$ cat src/rtl/dtps_pkg.sv
// Shared types, codes, defaults and palette helpers for the depth-tested pixel store.
`default_nettype none
package dtps_pkg;

    // Parameter defaults
    localparam int DEF_MAX_WIDTH  = 256;
    localparam int DEF_MAX_HEIGHT = 128;
    localparam int DEF_DEPTH_BITS = 32;

    // Field and register widths fixed by the interface
    localparam int MODE_W    = 3;
    localparam int COL_W     = 8;
    localparam int ROW_W     = 7;
    localparam int COLOUR_W  = 24;
    localparam int ZIN_W     = 32;
    localparam int WIDTH_W   = 9;
    localparam int HEIGHT_W  = 8;
    localparam int CFG_IDX_W = 1;
    localparam int CFG_DAT_W = 9;
    localparam int PAL_W     = 8;
    // Linear pixel index and pixel count: widest width register times widest height
    localparam int CNT_W     = WIDTH_W + HEIGHT_W;

    // Reset values of the frame size registers
    localparam logic [WIDTH_W-1:0]  RST_WIDTH  = WIDTH_W'(256);
    localparam logic [HEIGHT_W-1:0] RST_HEIGHT = HEIGHT_W'(128);

    // Operation codes
    localparam logic [MODE_W-1:0] MODE_PLOT  = 3'd0;
    localparam logic [MODE_W-1:0] MODE_DPLOT = 3'd1;
    localparam logic [MODE_W-1:0] MODE_READ  = 3'd2;
    localparam logic [MODE_W-1:0] MODE_FILL  = 3'd3;
    localparam logic [MODE_W-1:0] MODE_CLEAR = 3'd4;

    // Configuration register indexes
    localparam logic [CFG_IDX_W-1:0] CFG_FRAME_WIDTH  = 1'd0;
    localparam logic [CFG_IDX_W-1:0] CFG_FRAME_HEIGHT = 1'd1;

    // Palette index of colour zero
    localparam logic [PAL_W-1:0] PALETTE_BASE = 8'd16;

    typedef struct packed {
        logic [MODE_W-1:0]          mode;
        logic [COL_W-1:0]           column;
        logic [ROW_W-1:0]           row;
        logic [COLOUR_W-1:0]        colour_word;
        logic signed [ZIN_W-1:0]    depth_value;
    } t_in_word;

    typedef struct packed {
        logic [COLOUR_W-1:0] pixel_value;
        logic [PAL_W-1:0]    palette_index;
        logic                in_bounds;
        logic                was_written;
    } t_out_word;

    // Write strobes from the control path to the stores
    typedef struct packed {
        logic frame_we;
        logic depth_we;
    } t_store_ctl;

    // Cube level of one channel: 0 below 4, else (c - 4) / 42
    function automatic logic [2:0] pal_level(input logic [7:0] c);
        logic [2:0] lv;
        lv = 3'd0;
        if (c >= 8'd46)  lv = 3'd1;
        if (c >= 8'd88)  lv = 3'd2;
        if (c >= 8'd130) lv = 3'd3;
        if (c >= 8'd172) lv = 3'd4;
        if (c >= 8'd214) lv = 3'd5;
        return lv;
    endfunction

    // 16 + b' + 6 g' + 36 r' for a colour packed blue, green, red
    function automatic logic [PAL_W-1:0] palette_of(input logic [COLOUR_W-1:0] colour);
        logic [PAL_W-1:0] r_lv;
        logic [PAL_W-1:0] g_lv;
        logic [PAL_W-1:0] b_lv;
        r_lv = PAL_W'(pal_level(colour[7:0]));
        g_lv = PAL_W'(pal_level(colour[15:8]));
        b_lv = PAL_W'(pal_level(colour[23:16]));
        return PALETTE_BASE + b_lv + (g_lv << 2) + (g_lv << 1)
               + (r_lv << 5) + (r_lv << 2);
    endfunction

endpackage
`default_nettype wire

$ cat src/rtl/dtps_core.sv
// Control path: frame size registers, address calculation, sequencer and result register.
`default_nettype none
module dtps_core #(
    parameter int MAX_WIDTH  = dtps_pkg::DEF_MAX_WIDTH,
    parameter int MAX_HEIGHT = dtps_pkg::DEF_MAX_HEIGHT,
    parameter int DEPTH_BITS = dtps_pkg::DEF_DEPTH_BITS,
    parameter int ADDR_W     = $clog2(MAX_WIDTH * MAX_HEIGHT)
) (
    input  wire logic                               i_clk,
    input  wire logic                               i_rst_n,
    input  wire logic                               i_cfg_we,
    input  wire logic [dtps_pkg::CFG_IDX_W-1:0]     i_cfg_index,
    input  wire logic [dtps_pkg::CFG_DAT_W-1:0]     i_cfg_data,
    input  wire logic                               i_in_valid,
    output      logic                               o_in_ready,
    input  wire dtps_pkg::t_in_word                 i_in_word,
    output      logic                               o_out_valid,
    input  wire logic                               i_out_ready,
    output      dtps_pkg::t_out_word                o_out_word,
    output      dtps_pkg::t_store_ctl               o_ctl,
    output      logic [ADDR_W-1:0]                  o_wr_addr,
    output      logic [dtps_pkg::COLOUR_W-1:0]      o_wr_colour,
    output      logic [DEPTH_BITS-1:0]              o_wr_depth,
    output      logic [ADDR_W-1:0]                  o_rd_addr,
    input  wire logic [dtps_pkg::COLOUR_W-1:0]      i_rd_colour,
    input  wire logic [DEPTH_BITS-1:0]              i_rd_depth
);

    localparam int W_MAXV = (1 << dtps_pkg::WIDTH_W) - 1;
    localparam int H_MAXV = (1 << dtps_pkg::HEIGHT_W) - 1;
    localparam int W_CAP  = (MAX_WIDTH > W_MAXV) ? W_MAXV : MAX_WIDTH;
    localparam int H_CAP  = (MAX_HEIGHT > H_MAXV) ? H_MAXV : MAX_HEIGHT;
    localparam int CNT_W  = dtps_pkg::CNT_W;

    localparam logic [1:0] ST_IDLE  = 2'd0;
    localparam logic [1:0] ST_EXEC  = 2'd1;
    localparam logic [1:0] ST_SWEEP = 2'd2;

    logic [1:0]                         r_state, n_state;
    logic [dtps_pkg::WIDTH_W-1:0]       r_width;
    logic [dtps_pkg::HEIGHT_W-1:0]      r_height;
    logic [dtps_pkg::MODE_W-1:0]        r_mode, n_mode;
    logic                               r_inside, n_inside;
    logic [ADDR_W-1:0]                  r_addr, n_addr;
    logic [dtps_pkg::COLOUR_W-1:0]      r_colour, n_colour;
    logic signed [DEPTH_BITS-1:0]       r_depth, n_depth;
    logic [CNT_W-1:0]                   r_cnt, n_cnt;
    logic [CNT_W-1:0]                   r_total, n_total;
    logic                               r_out_valid, n_out_valid;
    dtps_pkg::t_out_word                r_out_word, n_out_word;

    logic [dtps_pkg::WIDTH_W-1:0]       w_eff;
    logic [dtps_pkg::HEIGHT_W-1:0]      h_eff;
    logic                               in_fire;
    logic                               in_inside;
    logic [CNT_W-1:0]                   in_index;
    logic [ADDR_W-1:0]                  in_addr;
    logic [CNT_W-1:0]                   area;
    logic signed [DEPTH_BITS-1:0]       in_depth;
    logic                               out_free;
    logic                               is_sweep_mode;
    logic                               depth_pass;
    logic                               rd_hit;

    // Saturate the frame size to the store dimensions
    assign w_eff = (r_width > dtps_pkg::WIDTH_W'(W_CAP)) ? dtps_pkg::WIDTH_W'(W_CAP) : r_width;
    assign h_eff = (r_height > dtps_pkg::HEIGHT_W'(H_CAP)) ?
                   dtps_pkg::HEIGHT_W'(H_CAP) : r_height;

    // Bounds check and linear index width * row + column
    assign in_inside = (dtps_pkg::WIDTH_W'(i_in_word.column) < w_eff) &&
                       (dtps_pkg::HEIGHT_W'(i_in_word.row) < h_eff);
    assign in_index  = CNT_W'(w_eff) * CNT_W'(i_in_word.row) + CNT_W'(i_in_word.column);
    assign in_addr   = ADDR_W'(32'(in_index));
    assign area      = CNT_W'(w_eff) * CNT_W'(h_eff);

    // Sign-extend and saturate the incoming depth to the stored width
    generate
        if (DEPTH_BITS >= dtps_pkg::ZIN_W) begin : g_depth_ext
            assign in_depth = DEPTH_BITS'(i_in_word.depth_value);
        end else begin : g_depth_sat
            logic [dtps_pkg::ZIN_W-DEPTH_BITS:0] top_bits;
            assign top_bits = i_in_word.depth_value[dtps_pkg::ZIN_W-1:DEPTH_BITS-1];
            assign in_depth = ((&top_bits) || !(|top_bits)) ?
                              i_in_word.depth_value[DEPTH_BITS-1:0] :
                              (i_in_word.depth_value[dtps_pkg::ZIN_W-1] ?
                               {1'b1, {(DEPTH_BITS-1){1'b0}}} :
                               {1'b0, {(DEPTH_BITS-1){1'b1}}});
        end
    endgenerate

    assign o_in_ready    = (r_state == ST_IDLE);
    assign in_fire       = i_in_valid && o_in_ready;
    assign out_free      = !r_out_valid || i_out_ready;
    assign is_sweep_mode = (i_in_word.mode == dtps_pkg::MODE_FILL) ||
                           (i_in_word.mode == dtps_pkg::MODE_CLEAR);
    assign depth_pass    = (r_depth >= signed'(i_rd_depth));
    assign rd_hit        = (r_mode == dtps_pkg::MODE_READ) && r_inside;

    // Hold the read address while an item is in flight
    assign o_rd_addr   = (r_state == ST_IDLE) ? in_addr : r_addr;
    assign o_wr_colour = r_colour;

    // Sequencer
    always_comb begin
        n_state     = r_state;
        n_mode      = r_mode;
        n_inside    = r_inside;
        n_addr      = r_addr;
        n_colour    = r_colour;
        n_depth     = r_depth;
        n_cnt       = r_cnt;
        n_total     = r_total;
        n_out_valid = r_out_valid;
        n_out_word  = r_out_word;
        o_ctl       = '0;
        o_wr_addr   = r_addr;
        o_wr_depth  = r_depth;

        // Drop the result word once taken
        if (r_out_valid && i_out_ready) begin
            n_out_valid = 1'b0;
        end

        unique case (r_state)
            ST_IDLE: begin
                if (in_fire) begin
                    n_mode   = i_in_word.mode;
                    n_inside = in_inside;
                    n_addr   = in_addr;
                    n_colour = i_in_word.colour_word;
                    n_depth  = in_depth;
                    n_cnt    = '0;
                    n_total  = area;
                    if (is_sweep_mode && (area != '0)) begin
                        n_state = ST_SWEEP;
                    end else begin
                        n_state = ST_EXEC;
                    end
                end
            end
            ST_SWEEP: begin
                // Write one entry a cycle across the active frame
                o_ctl.frame_we = (r_mode == dtps_pkg::MODE_FILL);
                o_ctl.depth_we = (r_mode == dtps_pkg::MODE_CLEAR);
                o_wr_addr      = ADDR_W'(32'(r_cnt));
                o_wr_depth     = '0;
                n_cnt          = r_cnt + CNT_W'(1);
                if (r_cnt == r_total - CNT_W'(1)) begin
                    n_state = ST_EXEC;
                end
            end
            ST_EXEC: begin
                // Finish the item once the result register is free
                if (out_free) begin
                    n_out_word.pixel_value   = rd_hit ? i_rd_colour : '0;
                    n_out_word.palette_index = rd_hit ? dtps_pkg::palette_of(i_rd_colour) :
                                               dtps_pkg::PALETTE_BASE;
                    n_out_word.in_bounds     = r_inside &&
                                               ((r_mode == dtps_pkg::MODE_PLOT) ||
                                                (r_mode == dtps_pkg::MODE_DPLOT) ||
                                                (r_mode == dtps_pkg::MODE_READ));
                    n_out_word.was_written   = 1'b0;
                    if ((r_mode == dtps_pkg::MODE_PLOT) && r_inside) begin
                        o_ctl.frame_we         = 1'b1;
                        n_out_word.was_written = 1'b1;
                    end
                    if ((r_mode == dtps_pkg::MODE_DPLOT) && r_inside && depth_pass) begin
                        o_ctl.frame_we         = 1'b1;
                        o_ctl.depth_we         = 1'b1;
                        n_out_word.was_written = 1'b1;
                    end
                    n_out_valid = 1'b1;
                    n_state     = ST_IDLE;
                end
            end
            default: begin
                n_state = ST_IDLE;
            end
        endcase
    end

    // Control registers
    always_ff @(posedge i_clk) begin
        if (!i_rst_n) begin
            r_state     <= ST_IDLE;
            r_out_valid <= 1'b0;
            r_width     <= dtps_pkg::RST_WIDTH;
            r_height    <= dtps_pkg::RST_HEIGHT;
        end else begin
            r_state     <= n_state;
            r_out_valid <= n_out_valid;
            if (i_cfg_we) begin
                unique case (i_cfg_index)
                    dtps_pkg::CFG_FRAME_WIDTH: begin
                        r_width <= i_cfg_data[dtps_pkg::WIDTH_W-1:0];
                    end
                    dtps_pkg::CFG_FRAME_HEIGHT: begin
                        r_height <= i_cfg_data[dtps_pkg::HEIGHT_W-1:0];
                    end
                    default: begin
                        r_width <= r_width;
                    end
                endcase
            end
        end
    end

    // Payload registers
    always_ff @(posedge i_clk) begin
        r_mode     <= n_mode;
        r_inside   <= n_inside;
        r_addr     <= n_addr;
        r_colour   <= n_colour;
        r_depth    <= n_depth;
        r_cnt      <= n_cnt;
        r_total    <= n_total;
        r_out_word <= n_out_word;
    end

    assign o_out_valid = r_out_valid;
    assign o_out_word  = r_out_word;

endmodule
`default_nettype wire

$ cat config.mk
export PLATFORM = sky130hd
export DESIGN_NAME = dtps_core
export DESIGN_NICKNAME = d
export VERILOG_FILES = /design/src/rtl/dtps_pkg.sv /design/src/rtl/dtps_core.sv
export SDC_FILE = /design/constraint.sdc
export NUM_CORES = 1
export LEC_CHECK = 0
export ABC_AREA = 1
export BUFFER_PORTS_ARGS = -buffer_cell sky130_fd_sc_hd__buf_2
export CORE_ASPECT_RATIO = 1.1
export CORE_MARGIN = 5
export CORE_UTILIZATION = 40
export DETAILED_ROUTE_END_ITERATION = 10
export SLEW_MARGIN = 30
export SYNTH_ARGS = -nofsm -noshare
export SYNTH_HDL_FRONTEND = slang
export SYNTH_SLANG_ARGS = --single-unit
$ cat constraint.sdc
create_clock -name i_clk -period 11.5 [get_ports i_clk]
set_input_delay 1.15 -clock i_clk [delete_from_list [all_inputs] [get_ports i_clk]]
set_output_delay 1.15 -clock i_clk [all_outputs]
set_load 0.01 [all_outputs]
==> metrics <==
Yosys cell types=47; nets=2260; CTS tree=yes; area share of the leading cell type in the synthesized netlist=0.318; PnR worst setup slack=4670 ps; Clock Path Buffers=2; CP startpoint kind=flip-flop; post-synthesis xor/xnor area fraction=0.0214; Main synth FF type=edfxtp_1; I/O Buffers=268; mean post-synth cell area=8.26 µm²; GPL Wtd Cong=0.917; DR vias/cell=4.90; Core Region=0.0333 mm²; H-Tree Depth=4; slew margin rel.=0.424; DR WL/cell=15.9 µm; Placement Setup Slack=5010 ps; Num CTS Buffers=17; Max Cap Violations=0; Rows=70; final worst-path cycle share=0.594; WP buf/inv=4; slew at the pin with the worst max-slew slack=859 ps; CP max stage delay=550 ps; top cell type by total area after synthesis=edfxtp_1; initial core utilization=0.406; Cell Chain, Critical Path=inv_1 -> nand2_1 -> nor2_1 -> fa_1 -> fa_1 -> inv_1 -> fa_1 -> fa_1 -> inv_1 -> ha_1 -> nand2_1 -> nor2_1 -> a211oi_1 -> nor2_1 -> nor2_1 -> nor2_1 -> nor2_1 -> xnor2_1 -> nand2_1 -> nand2_1 -> buf_2; die area=0.0375 mm²; final setup violation count=0; DRC violations left=0; drt total wl=37300 µm; Synth async-reset ratio=0; worst ir drop on vdd=117 µV; mapped cell area=0.0135 mm²; setup tns final=0 ps; Root Driver=clkbuf_16; Post-CTS Hold Buffers=0; DR iter-0 viols=667; GRT overflow=0; crit path capture type=output pin; Hold Vio Cnt, Final=0; final core utilization=0.477; Reg clk slew, reported paths=70 ps; flops & latches, synth=163; Fin Clk Skew=9.38 ps; area grow syn2layout=17.7%; Mapped Nets=1998; Syn Inst Count=1635; Sink Count=163; global-route usage over all layers=0.197; most frequent CP cell=nor2_1; global-route wire length before repair=58800 µm; Req. time, crit path=10350 ps; clock latency on the worst-skew pair=450 ps; Die Wd=185 µm; P_leak=8.18 nW; Die H=203 µm; critical path depth in cells=21; critical path class=flip-flop to output pin; complex-gate fraction of the synthesized area=0.0651; RSZ-0062 raised after global routing=no; Simple-Gate Fraction of Synth Area=0.211; Post-synth EDFFs=143; largest family of logic cells by synthesized area=adder cells; TritonRoute pass-1 iters=5; Worst R2R Path Depth=27; largest net degree at the start of global routing=66; Ys Warns=0; io pins=269; Finished Cell Area=0.0159 mm²; multiplexer area fraction after synthesis=0; Crit path arrival time=5680 ps; Final ANT Viol Nets=0; fin. max-slew vios=0; commonest cells after routing, fill and taps aside=inv_1 (339), nand2_1 (297), buf_2 (268); post-synthesis sequential area ratio=0.348; CTS resizes=0; Critical-path top delay cell=fa_1; initial antenna violation count=5; Hold WC Path Type=flip-flop to flip-flop; Synth area leaders=edfxtp_1 (32%), fa_1 (13%), ha_1 (12%); Post-CTS Setup Bufs=0; crit path time final=6830 ps; status=completed; worst hold path stage count=2; HPWL after DPL=30700 µm; Synth Area in Adders=0.250; CP delay by family, top=adder cells; CP Max Fanout=14; Pwr Density=157 mW/mm²; Area after DPL=0.0153 mm²; Fmax achieved=146 MHz; commonest non-fill, non-tap cell in the layout=inv_1; Hold Worst Slack=509 ps; Vias=11500; vias in the first global route=11500; ratio of cells with drive above 1 in the final layout=0.172
==> worst register-to-register path: cells and delay by family, from the launching register on <==
| kind | cells | cell delay [ps] |
|---|---|---|
| flip-flops | 1 | 340 |
| adder cells (fa/ha/maj) | 5 | 2440 |
| AND/OR/NAND/NOR | 18 | 2360 |
| buffers and inverters | 4 | 440 |
==> per-stage QoR <==
stage / power (mW) / cells
6_report: 2.49 / 2344
4_1_cts: 2.51 / 2341
5_1_grt: 2.66 / 2344
2_1_floorplan: 1.54 / 1635
3_3_place_gp: 1.94 / 2309
3_5_place_dp: 1.95 / 2309
==> Yosys cell counts, types with 2 or more instances <==
master     number
a21o_1          3
ha_1          131
a21oi_1        63
dfxtp_1        20
clkinv_1        2
o21ai_0        67
nor3_1         11
nand3b_1        8
nand4_1        19
o21ai_1         6
and3_1          2
xor2_1         17
or2_2           4
o2111ai_1       2
nor2_4          2
o21bai_1        2
nor2_1        268
inv_1         341
nor4_1          4
nor3_2          3
nand2_2         3
nand2_1       297
fa_1           87
nand3_1        52
xnor2_1        16
edfxtp_1      143
inv_2           3
o21a_1          4
a211oi_1        2
buf_2           2
clkbuf_1       27
o211ai_1        4
nor2_2          6
==> cell families after synthesis <==
| group | Yosys count |
|---|---|
| AOI/OAI and AO/OA | 161 |
| xor gates and xnor gates | 33 |
| adders and majority gates | 218 |
| buffers and inverters | 376 |
| DFF | 163 |
| and+or+nand+nor | 684 |
==> path summary, 6_finish.rpt <==
path / from / slack, ps / end
hold reg to reg: r_height[1]$_SDFFE_PN0P_ / 510 / r_height[1]$_SDFFE_PN0P_
setup reg to reg: r_width[5]$_SDFFE_PN0P_ / 5810 / r_state[1]$_SDFFE_PN0P_
hold / removal: r_height[1]$_SDFFE_PN0P_ / 510 / r_height[1]$_SDFFE_PN0P_
setup / recovery: r_width[8]$_SDFFE_PN1P_ / 4670 / o_rd_addr[12]
==> layout make-up <==
type,count,area (µm²)
tap,432,541
sequential,163,4690
antenna,2,5.00
inverter,346,1300
timing repair buffer,273,1400
fill,3332,17400
clock buffer,17,425
multi-input combinational,1096,7400
clock inverter,15,120
==> state kept, by name, indices dropped and copies added, names as in the netlist <==
register and count:
o_out_valid 1, o_out_word 34, o_wr_colour 24, r_addr 15, r_cnt 17, r_depth 32
r_height 8, r_inside 1, r_mode 3, r_state 2, r_total 17, r_width 9
==> where the power goes <==
group | switching (mW) | internal [mW]
Combinational | 0.662 | 0.343
Sequential | 0.0901 | 0.839
Clock | 0.271 | 0.282
Total | 1.02 | 1.46
==> per-layer routing <==
metal  vias to the layer above  track usage  part of all wire
li1                       5690            -                 -
met2                       392        0.344              0.49
met3                        58       0.0475             0.088
met1                      5339        0.237              0.39
met4                         6       0.0705             0.031
met5                         -            0            0.0014
No activity file was read; power rests on OpenSTA's default activity.
